## config.mk

```make
export PLATFORM = sky130hd
export DESIGN_NAME = icheck_back
export DESIGN_NICKNAME = d
export VERILOG_FILES = /design/src/hdl/icheck_pkg.sv /design/src/hdl/icheck_back.sv
export SDC_FILE = /design/constraint.sdc
export NUM_CORES = 1
export LEC_CHECK = 0
export BUFFER_PORTS_ARGS = -buffer_cell sky130_fd_sc_hd__buf_2
export CORE_MARGIN = 1.5
export CORE_UTILIZATION = 55
export CTS_CLUSTER_SIZE = 25
export DETAILED_ROUTE_END_ITERATION = 8
export PLACE_DENSITY = 0.74
export SLEW_MARGIN = 10
export SYNTH_ARGS = -nofsm -noshare
export SYNTH_HDL_FRONTEND = slang
export SYNTH_SLANG_ARGS = --single-unit
```

## constraint.sdc

```tcl
create_clock -name i_clk -period 4.8 [get_ports i_clk]
set_clock_uncertainty 0.05 [all_clocks]
set_input_delay 0 -clock i_clk [delete_from_list [all_inputs] [get_ports i_clk]]
set_output_delay 0 -clock i_clk [all_outputs]
set_load 0.005 [all_outputs]
```

## src/hdl/icheck_pkg.sv

```systemverilog
// Shared types, character constants and class codes for the infix syntax checker.
`timescale 1ns / 1ps

package icheck_pkg;

    // Character codes that the checker looks for
    localparam logic [7:0] CH_BANG   = 8'h21;  // '!'
    localparam logic [7:0] CH_PCT    = 8'h25;  // '%'
    localparam logic [7:0] CH_OPEN   = 8'h28;  // '('
    localparam logic [7:0] CH_CLOSE  = 8'h29;  // ')'
    localparam logic [7:0] CH_STAR   = 8'h2A;  // '*'
    localparam logic [7:0] CH_PLUS   = 8'h2B;  // '+'
    localparam logic [7:0] CH_MINUS  = 8'h2D;  // '-'
    localparam logic [7:0] CH_POINT  = 8'h2E;  // '.'
    localparam logic [7:0] CH_SLASH  = 8'h2F;  // '/'
    localparam logic [7:0] CH_ZERO   = 8'h30;  // '0'
    localparam logic [7:0] CH_NINE   = 8'h39;  // '9'
    localparam logic [7:0] CH_CARET  = 8'h5E;  // '^'

    // Queue between front and back
    localparam int unsigned QUEUE_DEPTH = 4;
    localparam int unsigned QPW         = $clog2(QUEUE_DEPTH);

    // Result status codes
    typedef enum logic [1:0] {
        ST_VALID  = 2'd0,
        ST_ARG    = 2'd1,
        ST_PAREN  = 2'd2,
        ST_NUMBER = 2'd3
    } t_status;

    // Character classes decided by the front
    typedef enum logic [2:0] {
        CL_OTHER = 3'd0,
        CL_DIGIT = 3'd1,
        CL_OPEN  = 3'd2,
        CL_CLOSE = 3'd3,
        CL_POINT = 3'd4,
        CL_SIGN  = 3'd5,
        CL_BINOP = 3'd6,
        CL_BANG  = 3'd7
    } t_cls;

    // Input transaction
    typedef struct packed {
        logic [7:0] ch;
        logic       last_char;
    } t_in;

    // Result transaction
    typedef struct packed {
        logic [1:0] status;
        logic [7:0] bad_char;
    } t_out;

    // Classified character as it travels through the queue
    typedef struct packed {
        logic [7:0] ch;
        t_cls       cls;
        logic       last_char;
    } t_tok;

endpackage

```

## src/hdl/icheck_back.sv

```systemverilog
// Back end: judges characters with one of lookahead and one of lookbehind, holds the result.
`timescale 1ns / 1ps

module icheck_back #(
    parameter int unsigned MAX_DEPTH = 255
) (
    input  logic              i_clk,
    input  logic              i_rst_n,
    input  logic              i_valid,
    input  icheck_pkg::t_tok  i_tok,
    output logic              o_pop,
    output logic              o_out_valid,
    input  logic              i_out_ready,
    output icheck_pkg::t_out  o_out_data
);
    import icheck_pkg::*;

    localparam int unsigned DW = $clog2(MAX_DEPTH + 1);
    localparam logic [DW-1:0] DEPTH_LIMIT = DW'(MAX_DEPTH);

    // Per-expression checker state
    typedef struct packed {
        logic [DW-1:0] depth;
        logic          operand;
        logic          point;
        logic [1:0]    opcnt;
        logic          sign;
        logic          ident;
        t_status       err;
        logic [7:0]    errch;
    } t_state;

    localparam t_state STATE_CLEAR = '{depth: '0, operand: 1'b0, point: 1'b0,
                                      opcnt: 2'd0, sign: 1'b0, ident: 1'b0,
                                      err: ST_VALID, errch: 8'd0};

    // First error wins
    function automatic t_state f_latch(t_state s, t_status code, logic [7:0] c);
        t_state r;
        r = s;
        if (s.err == ST_VALID) begin
            r.err   = code;
            r.errch = c;
        end
        return r;
    endfunction

    // Judge one character given its predecessor and successor classes
    function automatic t_state f_judge(t_state s, t_cls c_cls, logic [7:0] c,
                                       t_cls b_cls, logic at_end, t_cls n_cls);
        t_state r;
        r = s;
        case (c_cls)
            CL_OPEN: begin
                if (s.depth >= DEPTH_LIMIT) begin
                    r = f_latch(r, ST_PAREN, 8'd0);
                end else begin
                    r.depth = s.depth + 1'b1;
                end
                r.operand = 1'b0;
                r.ident   = 1'b0;
                r.sign    = 1'b0;
                r.point   = 1'b0;
                r.opcnt   = 2'd0;
            end
            CL_CLOSE: begin
                if (s.depth == '0 || !s.operand) begin
                    r = f_latch(r, ST_PAREN, 8'd0);
                end else begin
                    r.depth = s.depth - 1'b1;
                end
                r.opcnt = 2'd0;
            end
            CL_POINT: begin
                if (!s.operand || s.point || at_end || n_cls != CL_DIGIT || s.ident) begin
                    r = f_latch(r, ST_NUMBER, 8'd0);
                end else begin
                    r.point = 1'b1;
                end
            end
            CL_SIGN: begin
                if (!s.sign && !(at_end || n_cls == CL_CLOSE)) begin
                    if (s.opcnt == 2'd0) begin
                        r.opcnt = 2'd1;
                    end else begin
                        r.sign = 1'b1;
                    end
                end else begin
                    r = f_latch(r, ST_ARG, c);
                end
                r.operand = 1'b0;
                r.ident   = 1'b0;
                r.point   = 1'b0;
            end
            CL_BINOP: begin
                if (s.opcnt < 2'd2) begin
                    r.opcnt = s.opcnt + 2'd1;
                end
                if (r.opcnt > 2'd1 || !s.operand || at_end || n_cls == CL_CLOSE) begin
                    r = f_latch(r, ST_ARG, c);
                end
                r.operand = 1'b0;
                r.ident   = 1'b0;
                r.point   = 1'b0;
                r.sign    = 1'b0;
            end
            CL_BANG: begin
                r.opcnt   = 2'd0;
                r.sign    = 1'b0;
                r.operand = 1'b1;
                r.point   = 1'b0;
                if (b_cls == CL_SIGN || b_cls == CL_BINOP || b_cls == CL_OPEN) begin
                    r = f_latch(r, ST_ARG, c);
                end
            end
            default: begin
                // digits and identifier characters
                r.operand = 1'b1;
                r.opcnt   = 2'd0;
                r.sign    = 1'b0;
                if (c_cls == CL_OTHER) begin
                    r.ident = 1'b1;
                end
            end
        endcase
        return r;
    endfunction

    t_state     r_st, n_st;
    logic [7:0] r_held_ch, n_held_ch;
    t_cls       r_held_cls, n_held_cls;
    logic [7:0] r_prior_ch, n_prior_ch;
    t_cls       r_prior_cls, n_prior_cls;
    logic [1:0] r_pos, n_pos;
    logic       r_out_valid;
    t_out       r_out, n_out;
    logic       w_out_free;

    assign w_out_free = !r_out_valid || i_out_ready;
    assign o_pop      = i_valid && (!i_tok.last_char || w_out_free);

    // Step: judge the held character against the new one, close out at the last
    always_comb begin
        t_state s;
        t_state f;
        s           = r_st;
        n_held_ch   = i_tok.ch;
        n_held_cls  = i_tok.cls;
        n_prior_ch  = r_held_ch;
        n_prior_cls = r_held_cls;
        if (r_pos == 2'd0) begin
            n_prior_ch  = 8'd0;
            n_prior_cls = CL_OTHER;
            if (i_tok.cls == CL_BANG) begin
                s = f_latch(s, ST_ARG, i_tok.ch);
            end
        end else begin
            // doubled leading sign
            if (r_pos == 2'd2 && r_prior_cls == CL_SIGN && r_held_cls == CL_SIGN) begin
                s = f_latch(s, ST_ARG, r_held_ch);
            end
            s = f_judge(s, r_held_cls, r_held_ch, r_prior_cls, 1'b0, i_tok.cls);
        end
        n_pos = (r_pos == 2'd3) ? r_pos : r_pos + 2'd1;

        // final character has no successor
        f = f_judge(s, n_held_cls, n_held_ch, n_prior_cls, 1'b1, CL_OTHER);
        if (f.depth != '0) begin
            f = f_latch(f, ST_PAREN, 8'd0);
        end else if (f.opcnt != 2'd0) begin
            f = f_latch(f, ST_ARG, f.sign ? n_prior_ch : n_held_ch);
        end
        n_out.status   = f.err;
        n_out.bad_char = (f.err == ST_ARG) ? f.errch : 8'd0;
        n_st           = s;
    end

    // Checker state registers
    always_ff @(posedge i_clk) begin
        if (!i_rst_n) begin
            r_st        <= STATE_CLEAR;
            r_held_ch   <= 8'd0;
            r_held_cls  <= CL_OTHER;
            r_prior_ch  <= 8'd0;
            r_prior_cls <= CL_OTHER;
            r_pos       <= 2'd0;
        end else if (o_pop) begin
            if (i_tok.last_char) begin
                r_st        <= STATE_CLEAR;
                r_held_ch   <= 8'd0;
                r_held_cls  <= CL_OTHER;
                r_prior_ch  <= 8'd0;
                r_prior_cls <= CL_OTHER;
                r_pos       <= 2'd0;
            end else begin
                r_st        <= n_st;
                r_held_ch   <= n_held_ch;
                r_held_cls  <= n_held_cls;
                r_prior_ch  <= n_prior_ch;
                r_prior_cls <= n_prior_cls;
                r_pos       <= n_pos;
            end
        end
    end

    // Result register
    always_ff @(posedge i_clk) begin
        if (!i_rst_n) begin
            r_out_valid <= 1'b0;
        end else if (w_out_free) begin
            r_out_valid <= o_pop && i_tok.last_char;
        end
    end

    always_ff @(posedge i_clk) begin
        if (o_pop && i_tok.last_char) begin
            r_out <= n_out;
        end
    end

    assign o_out_valid = r_out_valid;
    assign o_out_data  = r_out;

    // Checks
    a_clear_after_last: assert property (@(posedge i_clk) disable iff (!i_rst_n)
        (o_pop && i_tok.last_char) |=> (r_pos == 2'd0 && r_st.err == ST_VALID))
        else $error("state not cleared after final character");
    a_error_sticky: assert property (@(posedge i_clk) disable iff (!i_rst_n)
        (r_st.err != ST_VALID && !(o_pop && i_tok.last_char))
            |=> (r_st.err == $past(r_st.err) && r_st.errch == $past(r_st.errch)))
        else $error("latched error overwritten");
    a_depth_limit: assert property (@(posedge i_clk) disable iff (!i_rst_n)
        r_st.depth <= DEPTH_LIMIT)
        else $error("parenthesis depth beyond limit");
    a_badchar_zero: assert property (@(posedge i_clk) disable iff (!i_rst_n)
        (r_out_valid && r_out.status != ST_ARG) |-> (r_out.bad_char == 8'd0))
        else $error("offending character given without argument error");

endmodule

```

==> impl_metrics.json <==
{
  "hold_viol": 0,
  "fin_tns_setup_ns": 0,
  "ys_top_cells_by_count": "nand2_1, dfxtp_1, o21ai_0",
  "wl_mm": 11.0,
  "gr-usage-all-layers_pct": 27.4,
  "synth_nets": 553,
  "design_area_sq_um": 4430,
  "internal_power_uw": 611,
  "clockRootBuffer": "clkbuf_8",
  "viasPerCell": 6.42,
  "relSlewSlack_pct": 29.6,
  "top_layer_used": "met4",
  "syn_avg_cell_area_sq_um": 7.87,
  "io_buffer_count": 27,
  "drive_gt1_share_pct": 12.8,
  "route.met3.wl_mm": 1.00,
  "startpoint": "r_pos[0]",
  "route.detailed.drc": 0,
  "grt_pass1_vias": 3597,
  "tightest_slew_ns": 1.05,
  "yosys-top-cells-area": "dfxtp_1, edfxtp_1, nand2_1",
  "synth_edf_count": 10,
  "cap_violations": 0,
  "clockPowerShare_pct": 31.0,
  "htreeDepth": 2,
  "cts_setup_buffers": 0,
  "pwr-share-comb_pct": 16.4,
  "synth_most_common_cell": "nand2_1",
  "async_flop_share_pct": 0,
  "multi_input_area_sq_um": 2760,
  "dr.pass1.iters": 5,
  "path_class": "reg2reg",
  "worstPathArrival_ns": 4.10,
  "final_nets": 563,
  "post-layout-total-power_uw": 875,
  "antenna_found_initial": 0,
  "r2r-start": "r_pos[0]",
  "synth_seq_cells": 51,
  "area_delta_synth_final_pct": 6.95,
  "dieWidth_um": 89.7,
  "seq_area_sq_um": 1120,
  "slew_viol_final": 0,
  "ys_seq_area_share_pct": 27.1,
  "setup-violations-final": 0,
  "vdd_drop_max_mv": 0.152,
  "hpwl_mm": 7.69,
  "coreArea_sq_um": 7250,
  "antenna_left": 0,
  "synth_area_sq_um": 4140,
  "synth_cell_types": 84,
  "fillerInstances": 649,
  "clockBufferDepth": 2,
  "die_h_um": 89.7,
  "endpoint_kind": "flop",
  "regToRegSetupSlack_ns": 0.73,
  "worst_setup_hold_path_clk_slew_ns": 0.11,
  "worstPathMaxFanout": 21,
  "r2r_cells": 12,
  "yosys_warnings": 0,
  "p_switching_uw": 264,
  "rr_endpoint": "o_out_data[3]",
  "endpoint": "o_out_data[3]",
  "grt_pass1_wl_mm": 18.3,
  "worstSetupStartpointType": "flop",
  "pwr-share-seq_pct": 52.7,
  "vias": 4085,
  "hp-class": "in2reg",
  "cts-resized-gates": 0,
  "drtIter0Drc": 527,
  "period_needed_ns": 4.07,
  "dieArea_sq_um": 8050,
  "placed_area_sq_um": 4230,
  "required_ns": 4.83,
  "wl_met1_mm": 5.16,
  "cts_buffers": 5,
  "grt_overflow": 0,
  "start_util_pct": 57.0,
  "p_per_area_nw_per_um2": 198,
  "met2_length_mm": 4.70,
  "gp_congestion": 0.934,
  "ys.flop_type": "dfxtp_1",
  "wl_per_cell_um": 17.2,
  "diodes": 0,
  "status": "finished clean",
  "rsz0062_at_grt": "false",
  "cts.sinks": 51,
  "syn_inst": 526,
  "io_pins": 28,
  "grt_max_degree": 42,
  "max_freq_ghz": 0.246,
  "timing.final.crit_share_pct": 84.7,
  "synth_top_area_share_pct": 19.8,
  "p_sw_share_pct": 30.2,
  "p_leak_uw": 0.00155,
  "fp-row-count": 31,
  "synth_top_area_cell": "dfxtp_1",
  "worstSkewPairLatency_ns": 0.32,
  "cts_tree": "done"
}
## through the flow
stage | hold slack [ns] | util, % | setup WS (ns) | instances
CTS | 0.00385 | 61.0 | 0.778 | 636
global route | 0.0250 | 61.0 | 0.349 | 636
detailed placement | 0.269 | 58.3 | 0.800 | 618
finish | 0.0103 | 61.0 | 0.733 | 636
floorplan | 0.0910 | - | 1.41 | 526
global placement | 0.259 | 58.3 | 0.974 | 618
## worst min-delay path by stage
stage	slack, ns	endpoint	startpoint	cells past startpoint
2_1_floorplan	0.09	r_st[9]	i_rst_n	2
3_3_place_gp	0.26	r_held_ch[6]	i_tok[10]	3
3_5_place_dp	0.27	r_held_ch[6]	i_tok[10]	3
4_1_cts	0.004	r_held_cls[1]	i_tok[2]	3
5_1_grt	0.03	r_held_cls[1]	i_tok[2]	3
6_report	0.01	r_held_cls[1]	i_tok[2]	3
## layout by cell type (no fill, tap or decap), types with 3 or more instances in the layout
master,count
nand4_1,6
and2_1,22
ha_1,11
o31ai_1,3
nand3_1,15
inv_1,23
or3_1,3
mux2_2,7
o21ai_0,31
o21a_1,3
nor4_1,4
dfxtp_1,41
o211ai_1,5
a32oi_1,4
o21ai_1,14
nand3b_1,14
nand2b_1,6
a211oi_1,3
mux2i_1,9
nor2b_1,17
a21oi_1,30
nor2_1,24
nor3_1,14
clkbuf_8,5
buf_2,27
a22oi_1,10
a21boi_0,13
nand2_1,60
nor4_2,3
xnor2_1,3
and3_1,5
a31oi_1,5
edfxtp_1,10
o22ai_1,11
dlygate4sd3_1,10
a21o_1,4
## state kept, by name, indices dropped and copies added, names as in the netlist
register / flops
r_pos: 2
o_out_valid: 1
o_out_data: 10
r_held_cls: 3
r_held_ch: 8
r_prior_cls: 3
r_st: 24
## metal layers
layer / vias up / track usage (%)
li1: 1963 / -
met1: 1899 / 40.3
met2: 206 / 43.0
met3: 17 / 4.31
met4: 0 / 4.76
met5: - / 0
## timing repair
item                                    CTS  global route
hold buffers                             10             0
endpoints found under the hold margin    10             0
endpoints found under the setup margin    0             0
## final cells by class
| class | instances | area share [%] |
|---|---|---|
| clock buffers | 5 | 1.55 |
| clock inverters | 3 | 0.594 |
| inverters | 23 | 1.95 |
| multi-input cells | 417 | 62.3 |
| flip-flops and latches | 51 | 25.3 |
| well taps | 99 | 2.80 |
| repair buffers | 38 | 5.48 |
## power by group through the flow
| stage | Sequential [uW] | Combinational [uW] | Clock (uW) |
|---|---|---|---|
| after floorplan | 464 | 98.0 | 0 |
| after global placement | 470 | 131 | 0 |
| after detailed placement | 470 | 133 | 0 |
| after CTS | 460 | 140 | 278 |
| after global routing | 463 | 156 | 295 |
| final | 461 | 143 | 271 |
## cells by family (layout without fill, tap and decap cells)
kind of cell | after synthesis | after routing | synth area share, %
compound gates | 167 | 167 | 27.8
fa+ha+maj | 11 | 11 | 3.33
buf+inv | 58 | 69 | 6.29
flops | 51 | 51 | 27.1
simple gates | 219 | 219 | 30.5
mux | 17 | 17 | 4.35
xor+xnor | 3 | 3 | 0.635
## worst max-delay path, cell delays in order, from the launching register on
cell and delay (ns):
dfxtp_1 0.35, inv_1 0.08, ha_1 0.52, inv_1 0.47, nand2_1 0.26, a211oi_1 0.06, a2bb2oi_1 0.69, nand3_1 0.26
nor3_4 0.32, nand3_1 0.17, a31oi_4 0.30, o21ai_1 0.12, and2_1 0.17
Note: power is estimated with default switching activity, not from simulation.
